==> src/hw/rtl/rmq_sqrt_pipe.sv <==
// pipelined integer square root, one result bit per stage
`timescale 1ns / 1ps
`default_nettype none
module rmq_sqrt_pipe #(
  parameter int VW = 35,
  parameter int SW = (VW + 1) / 2
) (
  input  wire logic          clk,
  input  wire logic          en,
  input  wire logic [VW-1:0] v,
  output logic      [SW-1:0] s
);
  localparam int TW = 2 * SW + 1;

  logic [VW-1:0] rem_r  [SW];
  logic [SW-1:0] root_r [SW];

  for (genvar j = 0; j < SW; j++) begin : g_stage
    localparam int I = SW - 1 - j;
    logic [TW-1:0] rem_in, root_in, t, rem_nxt;
    logic [SW-1:0] root_nxt;
    if (j == 0) begin : g_first
      assign rem_in  = TW'(v);
      assign root_in = '0;
    end else begin : g_next
      assign rem_in  = TW'(rem_r[j-1]);
      assign root_in = TW'(root_r[j-1]);
    end
    // trial term (2*root + 2^i) * 2^i
    assign t = (root_in << (I + 1)) + (TW'(1) << (2 * I));
    always_comb begin
      if (rem_in >= t) begin
        rem_nxt  = rem_in - t;
        root_nxt = SW'(root_in) | (SW'(1) << I);
      end else begin
        rem_nxt  = rem_in;
        root_nxt = SW'(root_in);
      end
    end
    always_ff @(posedge clk) begin
      if (en) begin
        rem_r[j]  <= VW'(rem_nxt);
        root_r[j] <= root_nxt;
      end
    end
  end

  assign s = root_r[SW-1];
endmodule
`default_nettype wire

==> config.mk <==
export PLATFORM = sky130hd
export DESIGN_NAME = rmq_sqrt_pipe
export DESIGN_NICKNAME = d
export VERILOG_FILES = /design/src/hw/rtl/rmq_sqrt_pipe.sv
export SDC_FILE = /design/constraint.sdc
export NUM_CORES = 1
export LEC_CHECK = 0
export ABC_CLOCK_PERIOD_IN_PS = 5370
export BUFFER_PORTS_ARGS = -buffer_cell sky130_fd_sc_hd__buf_2
export CAP_MARGIN = 30
export CORE_ASPECT_RATIO = 0.8
export CORE_MARGIN = 5
export CORE_UTILIZATION = 36
export CTS_BUF_LIST = sky130_fd_sc_hd__clkbuf_2
export DETAILED_ROUTE_END_ITERATION = 16
export PLACE_DENSITY = 0.49
export SYNTH_ARGS = -nofsm -noshare
export SYNTH_HDL_FRONTEND = slang
export SYNTH_SLANG_ARGS = --single-unit
export TNS_END_PERCENT = 1
==> constraint.sdc <==
create_clock -name clk -period 5.37 [get_ports clk]
set_input_delay 1.074 -clock clk [delete_from_list [all_inputs] [get_ports clk]]
set_output_delay 1.074 -clock clk [all_outputs]
set_load 0.05 [all_outputs]
==> Word-level counts from Yosys, hierarchy flattened <==
Memories as Yosys holds them, arrays and structs flattened.
Index checks and enable logic that the tools add are counted.
{ "word_totals": {"register_bits": 0, "ramBits": 954, "input_bits": 37, "out_inout_bits": 18, "elab_cells": 93, "mem_count": 2} }
{ "op_classes": {"n_addsub": 35, "n_lt_le_gt_ge": 18, "n_mux": 38} }
{ "memory_table": {"columns": ["memory", "depth", "word_bits", "rd", "rd_clocked_by_memory_dff", "wr", "line", "text"], "rows": [
  ["rem_r", 18, 35, 17, 0, 18, "15", "logic [VW-1:0] rem_r [SW];"],
  ["root_r", 18, 18, 18, 0, 18, "16", "logic [SW-1:0] root_r [SW];"]
]} }
{ "ops": {"columns": ["op", "count"], "rows": [
  ["$mux W35", 18],
  ["$sub A35 B35 Y35", 2],
  ["$add A35 B33 Y36 const B", 1],
  ["$ge A35 B36 Y1", 1],
  ["$add A34 B31 Y35 const B", 1],
  ["$ge A35 B20 Y1", 1],
  ["$ge A35 B21 Y1", 1],
  ["$ge A35 B22 Y1", 1],
  ["$ge A35 B23 Y1", 1],
  ["$ge A35 B24 Y1", 1],
  ["$ge A35 B25 Y1", 1],
  ["$ge A35 B26 Y1", 1],
  ["$ge A35 B27 Y1", 1],
  ["$ge A35 B28 Y1", 1],
  ["$ge A35 B29 Y1", 1],
  ["$ge A35 B30 Y1", 1],
  ["$ge A35 B31 Y1", 1],
  ["$ge A35 B32 Y1", 1],
  ["$ge A35 B33 Y1", 1],
  ["$ge A35 B34 Y1", 1],
  ["$ge A35 B35 Y1", 1],
  ["$ge A35 B35 Y1 const B", 1],
  ["$sub A35 B20 Y35", 1],
  ["$sub A35 B21 Y35", 1],
  ["47 further kinds", 49]
]} }

==> Logic depth before layout (Yosys ltp) <==
An unclocked memory read counts as a cell.
{ "logic_depth": {"ltp_word": 4, "ltp_mapped": 14, "mapped_depth_nobuf": 11} }

==> Worst setup path after synthesis <==
No wires, ideal clock.
{ "synth_path": {"path_type": "register -> register", "from": "memory rem_r[15][5]", "to": "memory rem_r[16][13] (data pin)", "setup_ns": 0.260, "t_arrival_ns": 2.936, "required_ns": 5.110, "slack_ns": 2.174, "stages_incl_launch_ff": 12, "n_path_buf": 2, "period_less_slack_ns": 3.196, "cell_sequence": "edfxtp_1 ha_1 o21ai_0 a22oi_1 a211o_1 o31a_1 o2111a_1 nor3_2 and2_1 buf_4 buf_4 mux2_2"} }
{ "synth_lines": {"columns": ["element", "line"], "rows": [
  ["start, declared", "15"]
]} }

==> impl_results.md <==
- Critical path class: flop to flop
- Post-synth top area share: 0.637
- First-pass GRT wire length: 126 mm
- Dominant cells by area after synthesis: edfxtp_1 64%, ha_1 6.4%, xnor2_1 2.9%, xor2_1 2.6%, inv_1 2.4%
- Via count: 22300
- Slew margin rel.: 0.356
- Area growth syn-to-layout: 11.8%
- Clock sink count: 766
- Antenna Nets Post-Route: 0
- GRT Util Overall: 0.150
- Final Setup Violations: 0
- Pwr/cell area: 372 mW/mm^2
- Avg Inst Size Synth: 13.3 sq um
- Final Hold Violating Endpoints: 0
- DR WL/cell: 18.0 um
- Setup Fix Bufs, Post-CTS: 0
- Post-synthesis sequential area ratio: 0.637
- Fin crit period: 3.78 ns
- Port Buffers: 54
- Initial Util: 0.364
- Vias in the first global route: 22400
- Max-slew violations: 0
- Type of the tightest min-delay check: primary input to flop
- Clk_lat worst skew: 1.46 ns
- DR DRC count: 0
- Tcrit/Tclk final: 0.704
- Grt ovf: 0
- Share of post-route cells with drive strength above 1: 0.149
- H-tree depth: 4
- Yosys warnings: 0
- Die H: 293 um
- Netlist cell types: 77
- Routability-driven placement congestion ratio: 0.867
- CORE AREA: 0.0991 sq mm
- Worst Path Required: 6.51 ns
- Synth Cell Area: 0.0361 sq mm
- Finished Cell Area: 0.0403 sq mm
- Clock transition at path regs: 0.11 ns
- FFs w/ async S/R, synth: 0
- I/O pins: 55
- Leak: 15.5 nW
- Slew at the pin closest to its max-slew limit: 0.966 ns
- Power, Total: 15.0 mW
- WHS: 0.289 ns
- Peak Freq: 265 MHz
- Worst-path fanout max: 24
- Post-CTS Resized: 0
- Post-synth EDFFs: 766
- Commonest non-fill, non-tap cell in the layout: edfxtp_1
- CTS tree: yes
- Total routed wirelength: 80.1 mm
- HPWL Detailed: 57.2 mm
- Yosys reg bits: 766
- DIE AREA: 0.107 sq mm
- TritonRoute pass-1 iters: 6
- Mapped Nets: 2945
- Arr. time, crit path: 4.92 ns
- Initial antenna violation count: 3
- Via-to-Cell Ratio: 5.01
- Row cnt: 103
- Setup Skew: 0.0921 ns
- Die width: 364 um
- Main flop type after synthesis: edfxtp_1
- Area leader, netlist: edfxtp_1
- Critical Path Start Type: flop
- Inserted Clock Buffers: 190
- Final TNS setup: 0 ns
- Status: completed
- Synth Instances: 2722
- Most frequent cells in the layout: 766 x edfxtp_1, 270 x clkbuf_2, 235 x inv_1
- Max-Cap Viols: 0
- Placed Area: 0.0381 sq mm
- Clock Path Buffers: 3
- First DRT Iteration DRCs: 1575
- VDD IR max: 0.176 mV
- Largest net degree at the start of global routing: 106
- Finished Core Util: 0.407
- CTS Root Cell: clkbuf_2
- Nets: 3211
- Crit path capture type: flop
- RSZ-0062 raised after global routing: no
-- synth_stat cells, drive strengths merged (13+ instances only) --
| master | count |
|---|---|
| o21a | 51 |
| inv | 236 |
| or2 | 17 |
| or4 | 18 |
| or3 | 34 |
| mux2i | 13 |
| edfxtp | 766 |
| nand2b | 39 |
| mux2 | 52 |
| nor4 | 91 |
| nor4b | 15 |
| nor2b | 20 |
| nor2 | 126 |
| o31ai | 27 |
| nand3 | 43 |
| a211oi | 18 |
| xnor2 | 119 |
| a21o | 53 |
| xor2 | 106 |
| nand4 | 34 |
| a2111oi | 18 |
| o21ai | 132 |
| a21oi | 109 |
| buf | 17 |
| nor3 | 75 |
| ha | 185 |
| clkbuf | 26 |
| nand2 | 149 |
-- final cells by class --
cell class | instances | area (sq um)
fill | 9301 | 58800
antenna | 8 | 20.0
clock inverter | 72 | 449
clock buffer | 270 | 1350
sequential | 766 | 23000
inverter | 236 | 888
timing repair buffer | 117 | 946
multi-input combinational | 1677 | 12000
tap | 1312 | 1640
-- through the flow --
stage          instances  worst slack, ns
2_1_floorplan       2722             2.17
3_3_place_gp        4066             1.35
3_5_place_dp        4069             1.61
4_1_cts             4450             1.58
5_1_grt             4458             1.26
6_report            4458             1.59
-- cells by family after synthesis --
| family | Yosys count | synth area share |
|---|---|---|
| flip-flops | 766 | 0.637 |
| AND/OR/NAND/NOR | 724 | 0.108 |
| AO/OA/AOI/OAI | 476 | 0.0852 |
| buffers and inverters | 279 | 0.0300 |
| XOR/XNOR | 225 | 0.0546 |
| adder cells (fa/ha/maj) | 186 | 0.0647 |
| multiplexers | 65 | 0.0198 |
| other | 1 | 0.000104 |
-- per-layer routing --
layer  up-vias  routed length [um]  track usage
met2       557               36900        0.237
met5         -                   0            0
met4         0                1800       0.0522
li1      10900                   -            -
met1     10700               37500        0.207
met3       154                3890       0.0335
-- flip-flops by register name, indices dropped and copies added, names as in the netlist --
register / count
rem_r: 595
root_r: 171
-- critical path: stages (launching register included) --
cell and delay [ns]:
edfxtp_1 0.44, or4_1 0.58, or4_1 0.46, a2111oi_0 0.47, and3b_1 0.24, and2_1 0.65
inv_4 0.15, nand2_2 0.26, nor3_1 0.11, xor2_1 0.18
-- power by group --
group          total (mW)  leakage [nW]  internal, mW  switching [mW]
clock                4.02          1.34          1.58            2.44
combinational        2.84          6.82          1.23            1.60
sequential           8.13          7.34          7.55           0.584
-- worst paths after layout --
path                                    to                startpoint  slack [ns]  depth (start not counted)
setup / recovery   rem_r[13][32]$_DFFE_PP_   rem_r[12][28]$_DFFE_PP_        1.59                          9
hold / removal      rem_r[0][29]$_DFFE_PP_                     v[29]        0.29                          2
setup reg to reg   rem_r[13][32]$_DFFE_PP_   rem_r[12][28]$_DFFE_PP_        1.59                          9
hold reg to reg   root_r[14][13]$_DFFE_PP_  root_r[13][13]$_DFFE_PP_        0.39                          0
-- timing repair --
item,4_1_cts,5_1_grt
hold buffers,39,0
setup endpoints to repair,0,0
hold endpoints to repair,88,0
No activity file was read; power rests on OpenSTA's default activity.
