`src/hw/rtl/rmq_pkg.sv`:
```
// shared types and constants for the rotation matrix to quaternion block
`timescale 1ns / 1ps
`default_nettype none
package rmq_pkg;

  localparam int RMQ_FRAC_BITS = 14;   // default fraction bits
  localparam int RMQ_MW        = 16;   // matrix entry width
  localparam int RMQ_QW        = 16;   // quaternion component width
  localparam int RMQ_NW        = 17;   // numerator width (sum of two entries)
  localparam int RMQ_DQW       = 17;   // divider quotient width
  localparam int RMQ_DIV_LAT   = RMQ_DQW + 1;

  typedef enum logic [1:0] {
    BR_TRACE = 2'd0,
    BR_X     = 2'd1,
    BR_Y     = 2'd2,
    BR_Z     = 2'd3
  } branch_t;

  // sideband that rides along the square root stages
  typedef struct packed {
    logic                      vld;
    branch_t                   br;
    logic                      degen;
    logic [2:0][RMQ_NW-1:0]    n;
  } rmq_side_a_t;

  // sideband that rides along the divider stages
  typedef struct packed {
    logic              vld;
    branch_t           br;
    logic              degen;
    logic [RMQ_QW-1:0] diag;
  } rmq_side_b_t;

endpackage
`default_nettype wire

```
`src/hw/rtl/rmq_div_pipe.sv`:
```
// pipelined rounded fixed-point divide, one quotient bit per stage after the first
`timescale 1ns / 1ps
`default_nettype none
module rmq_div_pipe #(
  parameter int FRAC_BITS = rmq_pkg::RMQ_FRAC_BITS,
  parameter int SW        = 18
) (
  input  wire logic                          clk,
  input  wire logic                          en,
  input  wire logic [rmq_pkg::RMQ_NW-1:0]    num,
  input  wire logic [SW-1:0]                 s,
  output logic      [rmq_pkg::RMQ_DQW-1:0]   q,
  output logic                               ovf,
  output logic                               neg
);
  import rmq_pkg::*;

  localparam int DW  = RMQ_NW + FRAC_BITS + 1;
  localparam int CW0 = (DW > SW + RMQ_DQW) ? DW : SW + RMQ_DQW;
  localparam int CW  = CW0 + 1;
  localparam int NS  = RMQ_DQW + 1;

  logic [CW-1:0]      rem_r [NS];
  logic [SW-1:0]      s_r   [NS];
  logic [RMQ_DQW-1:0] q_r   [NS];
  logic               ovf_r [NS];
  logic               neg_r [NS];

  // first stage: magnitude, rounding bias, overflow of the quotient range
  logic [RMQ_NW-1:0] mag;
  logic [CW-1:0]     d0;
  assign mag = num[RMQ_NW-1] ? RMQ_NW'(-num) : num;
  assign d0  = (CW'(mag) << FRAC_BITS) + CW'(s >> 1);

  always_ff @(posedge clk) begin
    if (en) begin
      rem_r[0] <= d0;
      s_r[0]   <= s;
      q_r[0]   <= '0;
      ovf_r[0] <= d0 >= (CW'(s) << RMQ_DQW);
      neg_r[0] <= num[RMQ_NW-1];
    end
  end

  for (genvar k = 1; k < NS; k++) begin : g_step
    localparam int B = RMQ_DQW - k;
    logic [CW-1:0] t;
    assign t = CW'(s_r[k-1]) << B;
    always_ff @(posedge clk) begin
      if (en) begin
        s_r[k]   <= s_r[k-1];
        ovf_r[k] <= ovf_r[k-1];
        neg_r[k] <= neg_r[k-1];
        if (rem_r[k-1] >= t) begin
          rem_r[k] <= rem_r[k-1] - t;
          q_r[k]   <= q_r[k-1] | (RMQ_DQW'(1) << B);
        end else begin
          rem_r[k] <= rem_r[k-1];
          q_r[k]   <= q_r[k-1];
        end
      end
    end
  end

  assign q   = q_r[NS-1];
  assign ovf = ovf_r[NS-1];
  assign neg = neg_r[NS-1];
endmodule
`default_nettype wire

```
`config.mk`:
```
export PLATFORM = sky130hd
export DESIGN_NAME = rmq_div_pipe
export DESIGN_NICKNAME = d
export VERILOG_FILES = /design/src/hw/rtl/rmq_pkg.sv /design/src/hw/rtl/rmq_div_pipe.sv
export SDC_FILE = /design/constraint.sdc
export NUM_CORES = 2
export LEC_CHECK = 0
export ABC_CLOCK_PERIOD_IN_PS = 4490
export BUFFER_PORTS_ARGS = -buffer_cell sky130_fd_sc_hd__buf_2
export CAP_MARGIN = 20
export CORE_MARGIN = 5
export CORE_UTILIZATION = 60
export CTS_CLUSTER_SIZE = 40
export DETAILED_ROUTE_END_ITERATION = 6
export GPL_TIMING_DRIVEN = 0
export PLACE_DENSITY = 0.77
export SLEW_MARGIN = 20
export SYNTH_ARGS = -nofsm -noshare
export SYNTH_HDL_FRONTEND = slang
export SYNTH_SLANG_ARGS = --single-unit
export TNS_END_PERCENT = 100
```
`constraint.sdc`:
```
create_clock -name clk -period 4.49 [get_ports clk]
set_input_delay 0.2245 -clock clk [delete_from_list [all_inputs] [get_ports clk]]
set_output_delay 0.2245 -clock clk [all_outputs]
set_load 0.005 [all_outputs]
```
## After elaboration in Yosys (flattened, before gate mapping)

Memories as Yosys holds them, arrays and structs flattened.
Cells that the tools add are included.
Widths: inputs -> output; s select.

- $add $sub $neg: 19
- Muxes and demuxes: 139
- Magnitude comparators: 18
- Bitwise operators: 34

Operators with widths:

| kind | count |
|---|---|
| $mux 36 | 17 |
| $mux 17 | 18 |
| $mux 1 | 104 |
| $ge 36x18->1 | 1 |
| $ge 36x19->1 | 1 |
| $ge 36x20->1 | 1 |
| $ge 36x21->1 | 1 |
| $ge 36x22->1 | 1 |
| $ge 36x23->1 | 1 |
| $ge 36x24->1 | 1 |
| $ge 36x25->1 | 1 |
| $ge 36x26->1 | 1 |
| $ge 36x27->1 | 1 |
| $ge 36x28->1 | 1 |
| $ge 36x29->1 | 1 |
| $ge 36x30->1 | 1 |
| $ge 36x31->1 | 1 |
| $ge 36x32->1 | 1 |
| $ge 36x33->1 | 1 |
| $ge 36x34->1 | 1 |
| $sub 36x18->36 | 1 |
| $sub 36x19->36 | 1 |
| $sub 36x20->36 | 1 |
| $sub 36x21->36 | 1 |
| other kinds (17) | 50 |

- Input port bits: 37
- Flip-flop bits (word level): 0
- Memory bits (writable): 1,314
- Output and inout port bits: 19
- Memories kept: 5
- Word-level logic and storage cells: 215

Memories:

| memory | depth | bits a word | rd ports | clocked after Yosys merged registers in | write ports | RTL line | RTL |
|---|---|---|---|---|---|---|---|
| rem_r | 18 | 36 | 17 | 0 | 18 | rmq_div_pipe.sv:23 | `logic [CW-1:0] rem_r [NS];` |
| s_r | 18 | 18 | 17 | 0 | 18 | rmq_div_pipe.sv:24 | `logic [SW-1:0] s_r [NS];` |
| q_r | 18 | 17 | 18 | 0 | 18 | rmq_div_pipe.sv:25 | `logic [RMQ_DQW-1:0] q_r [NS];` |
| neg_r | 18 | 1 | 18 | 0 | 18 | rmq_div_pipe.sv:27 | `logic neg_r [NS];` |
| ovf_r | 18 | 1 | 18 | 0 | 18 | rmq_div_pipe.sv:26 | `logic ovf_r [NS];` |

## Depth between registers and ports, before layout

An unclocked memory read counts as a cell.

- Word-level depth: 6
- Depth in mapped cells: 21
- Depth with buffers taken out: 21

## Worst setup path after synthesis

No wires, ideal clock.

- Kind: input-to-reg
- From: input num[16] (netlist name)
- To: memory ovf_r[0] (data pin)
- Slack: 696 ps
- Data required time: 4,227 ps
- Path buffers: 2
- Arrival: 3,532 ps
- Cell stages on the path: 21
- Setup time: 263 ps
- Cells stage by stage: clkbuf_1 clkbuf_1 nand2_1 o21ai_0 inv_1 fa_1 inv_1 a21oi_1 nor3_1 o21ai_0 nand2_1 o21ai_0 xor2_1 ha_1 o21a_1 o21a_1 o21a_1 o21ai_0 o211ai_1 a221oi_1 nor4_1

RTL lines:

| element | RTL line | RTL |
|---|---|---|
| start: declaration | rmq_div_pipe.sv:10 | `input wire logic [rmq_pkg::RMQ_NW-1:0] num,` |
| end: declaration | rmq_div_pipe.sv:26 |  |

==> flow_metrics.env <==
export IMPL_status="finished, final reports clean"
export IMPL_hold_viol_final=0
export IMPL_wirelength_mm=124
export IMPL_hold_path_class="primary input to flip-flop"
export IMPL_antenna_cells=0
export IMPL_place_inst=6080
export IMPL_cts_buffers=109
export IMPL_ioPinCount=56
export IMPL_final_nets=5337
export IMPL_grt_antenna_before_repair=1
export IMPL_area_growth_pct=11.1
export IMPL_syn_area_per_cell_um2=11.8
export IMPL_clock_path_buffers=3
export IMPL_hold_depth=3
export IMPL_pwr_share_comb_pct=31.4
export IMPL_io_buffers=53
export IMPL_period_share_pct=94.3
export IMPL_drive_gt1_share_pct=7.36
export IMPL_drv_slew=0
export IMPL_irDropWorstVdd_uv=359
export IMPL_start_util_pct=60.3
export IMPL_use_met2_pct=41.3
export IMPL_dp_hpwl_mm=92.6
export IMPL_fin_worst_skew_ps=30.8
export IMPL_grt_max_degree=96
export IMPL_endpoint_kind="flip-flop"
export IMPL_relSlewSlack_pct=26.6
export IMPL_wl_per_cell_um=19.7
export IMPL_grt_pass1_vias=35855
export IMPL_clkLatencyLatePin_ps=700
export IMPL_drtIter0Drc=3322
export IMPL_clockRootBuffer="clkbuf_16"
export IMPL_globalplace_congestion=0.933
export IMPL_cts_sinks=1089
export IMPL_r2r_end="rem_r[7][70]$_DFFE_PP_"
export IMPL_grt_pass1_wl_mm=196
export IMPL_finalNonFillerCells=6308
export IMPL_r2r_setup_slack_ps=250
export IMPL_switchingPower_w=0.0117
export IMPL_ff2ff_path_depth=12
export IMPL_syn_instance_count=4755
export IMPL_worst_pin_slew_ps=1090
export IMPL_startpoint_type="flip-flop"
export IMPL_critPathArrivalTime_ps=4680
export IMPL_synth_area_leader_cell="edfxtp_1"
export IMPL_fin_crit_ps=4240
export IMPL_rsz0062_at_grt="false"
export IMPL_post_route_util_pct=67.0
export IMPL_cts_tree="done"
export IMPL_synth_area_um2=56200
export IMPL_grt_usage_pct=24.8
export IMPL_synth_distinct_cells=89
export IMPL_p_leak_nw=23.9
export IMPL_path_clk_slew_ps=60
export IMPL_busiest_layer="met2"
export IMPL_whs_ps=36.9
export IMPL_critical_path_required_ps=4940
export IMPL_core_area_um2=93000
export IMPL_setup_slack_ps=254
export IMPL_use_met3_pct=4.02
export IMPL_grt_ovfl_total=0
export IMPL_dieWidth_um=316
export IMPL_num_vias=37463
export IMPL_vias_per_cell=5.94
export IMPL_yosysSeqAreaShare_pct=58.2
export IMPL_yosysTopAreaCellShare_pct=58.2
export IMPL_grt_util_met1_pct=32.6
export IMPL_hold_path_end="rem_r[0][26]$_DFFE_PP_"
export IMPL_setup_tns_ps=0
export IMPL_p_int_w=0.0240
export IMPL_dp_slack_ps=-194
export IMPL_ant_nets=0
export IMPL_pwr_share_clk_pct=25.8
export IMPL_hp_start="num[12]"
export IMPL_htree_levels=3
export IMPL_die_y_um=316
export IMPL_crit_type="flip-flop to flip-flop"
export IMPL_finalSetupViolations=0
export IMPL_ys_flop_type="edfxtp_1"
export IMPL_async_flop_share_pct=0
export IMPL_remaining_drc_errors=0
export IMPL_power_density_nw_per_um2=571
export IMPL_fp_dieArea_um2=99800
export IMPL_synth_edf_count=1089
export IMPL_seqPwrFrac_pct=42.7
export IMPL_yosysWarnings=0
export IMPL_ys_ff_latch=1089
export IMPL_swShare_pct=32.7
export IMPL_rows=112
export IMPL_r2r_start="s_r[14][4]$_DFFE_PP_"
export IMPL_post_cts_buffers=0
export IMPL_cap_violations=0
export IMPL_drt_pass1_iterations=6
export IMPL_synth_area_leaders="edfxtp_1, ha_1, xor2_1"
export IMPL_fmax_ghz=0.236
export IMPL_path_max_fanout=10
==> power by group through the flow <==
stage	logic, W	clock network [W]	registers (W)
after CTS	0.0111	0.00938	0.0152
after global placement	0.0106	0	0.0154
final	0.0112	0.00920	0.0152
after global routing	0.0125	0.00981	0.0154
after floorplan	0.00864	0	0.0148
after detailed placement	0.0109	0	0.0154
==> stage by stage <==
step | power, W | cell area (µm²)
CTS | 0.0356 | 62400
finish | 0.0356 | 62400
global route | 0.0376 | 62400
global placement | 0.0260 | 58000
floorplan | 0.0234 | 56200
detailed placement | 0.0263 | 58500
==> timing repair <==
item                                    4_1_cts  5_1_grt
resized for setup                             0        2
endpoints found under the hold margin        57        0
endpoints found under the setup margin        0        1
hold buffers                                 23        0
==> registers in the layout, summed over array words and instances, names as in the netlist <==
register  count
s_r         306
q_r         153
neg_r        18
rem_r       594
ovf_r        18
==> routing by layer <==
| metal | wire, µm | vias up |
|---|---|---|
| li1 | - | 17908 |
| met1 | 50900 | 17973 |
| met2 | 59800 | 1282 |
| met3 | 7500 | 298 |
| met4 | 5800 | 2 |
| met5 | 8 | - |
==> logic make-up (layout without fill, tap and decap cells) <==
family	Yosys count	count (layout)	share of synthesized area, %
simple gates	1315	1315	11.8
flops	1089	1089	58.2
compound gates	1048	1048	11.6
buf+inv	537	835	3.75
xor+xnor	389	389	6.07
fa+ha+maj	340	340	7.80
mux	36	36	0.706
other cells	1	2	0.00668
==> Yosys cell counts, drive strengths merged, types with 9 or more instances <==
cell,count
nor4,64
a211oi,27
a21boi,9
and3,22
o31ai,27
nand4b,14
nand2b,66
edfxtp,1089
xor2,210
xnor2,179
o211ai,23
nor4b,23
nand3,73
nand2,414
a21oi,264
nor3,115
or3,43
o41ai,15
and4,9
nor2b,65
nor2,248
nand3b,26
inv,427
o21bai,36
ha,323
a21o,107
nand4,52
o31a,16
fa,17
mux2,29
o21a,56
or4,16
and2,21
a211o,13
o21ai,346
a31oi,27
clkbuf,78
buf,32
or2,21
==> placed cells by master, fill, tap and decap left out, drive strengths merged, types with 23 or more instances in the layout <==
cell type	count
a211oi	27
a21o	107
a21oi	264
a31oi	27
buf	102
clkbuf	195
clkinv	56
dlygate4sd3	23
edfxtp	1089
ha	323
inv	433
mux2	29
nand2	414
nand2b	66
nand3	73
nand3b	26
nand4	52
nor2	248
nor2b	65
nor3	115
nor4	64
nor4b	23
o211ai	23
o21a	56
o21ai	346
o21bai	36
o31ai	27
or3	43
xnor2	179
xor2	210
==> final cells by class <==
class,instances,area [µm²]
inverter,427,1600
timing repair buffer,93,906
buffer,110,544
clock buffer,117,2760
clock inverter,88,915
sequential,1089,32700
multi-input combinational,3130,21400
tap,1254,1570
fill,6824,30700
==> critical path, stage by stage, from the launching register on <==
cell and delay [ps]:
edfxtp_1 390, inv_1 60, ha_1 360, and4b_1 200, nand3_1 70, nor4_1 920
a2111oi_1 310, and3b_1 270, buf_2 200, nor3_1 310, a21boi_1 550, nand3_1 180
xnor2_1 170
==> how the worst max path moves through the flow <==
| stage | startpoint | endpoint | slack, ps | cells after the start |
|---|---|---|---|---|
| final | s_r[14][4]$_DFFE_PP_ | rem_r[7][70]$_DFFE_PP_ | 250 | 12 |
| after CTS | num[0] | ovf_r[0]$_DFFE_PP_ | 460 | 21 |
| after global routing | num[0] | ovf_r[0]$_DFFE_PP_ | 7 | 21 |
| after floorplan | num[16] | ovf_r[0]$_DFFE_PP_ | 700 | 21 |
| after global placement | en | rem_r[8][0]$_DFFE_PP_ | -7020 | 4 |
| after detailed placement | num[16] | ovf_r[0]$_DFFE_PP_ | -190 | 22 |
No activity file was read; power rests on OpenSTA's default activity.
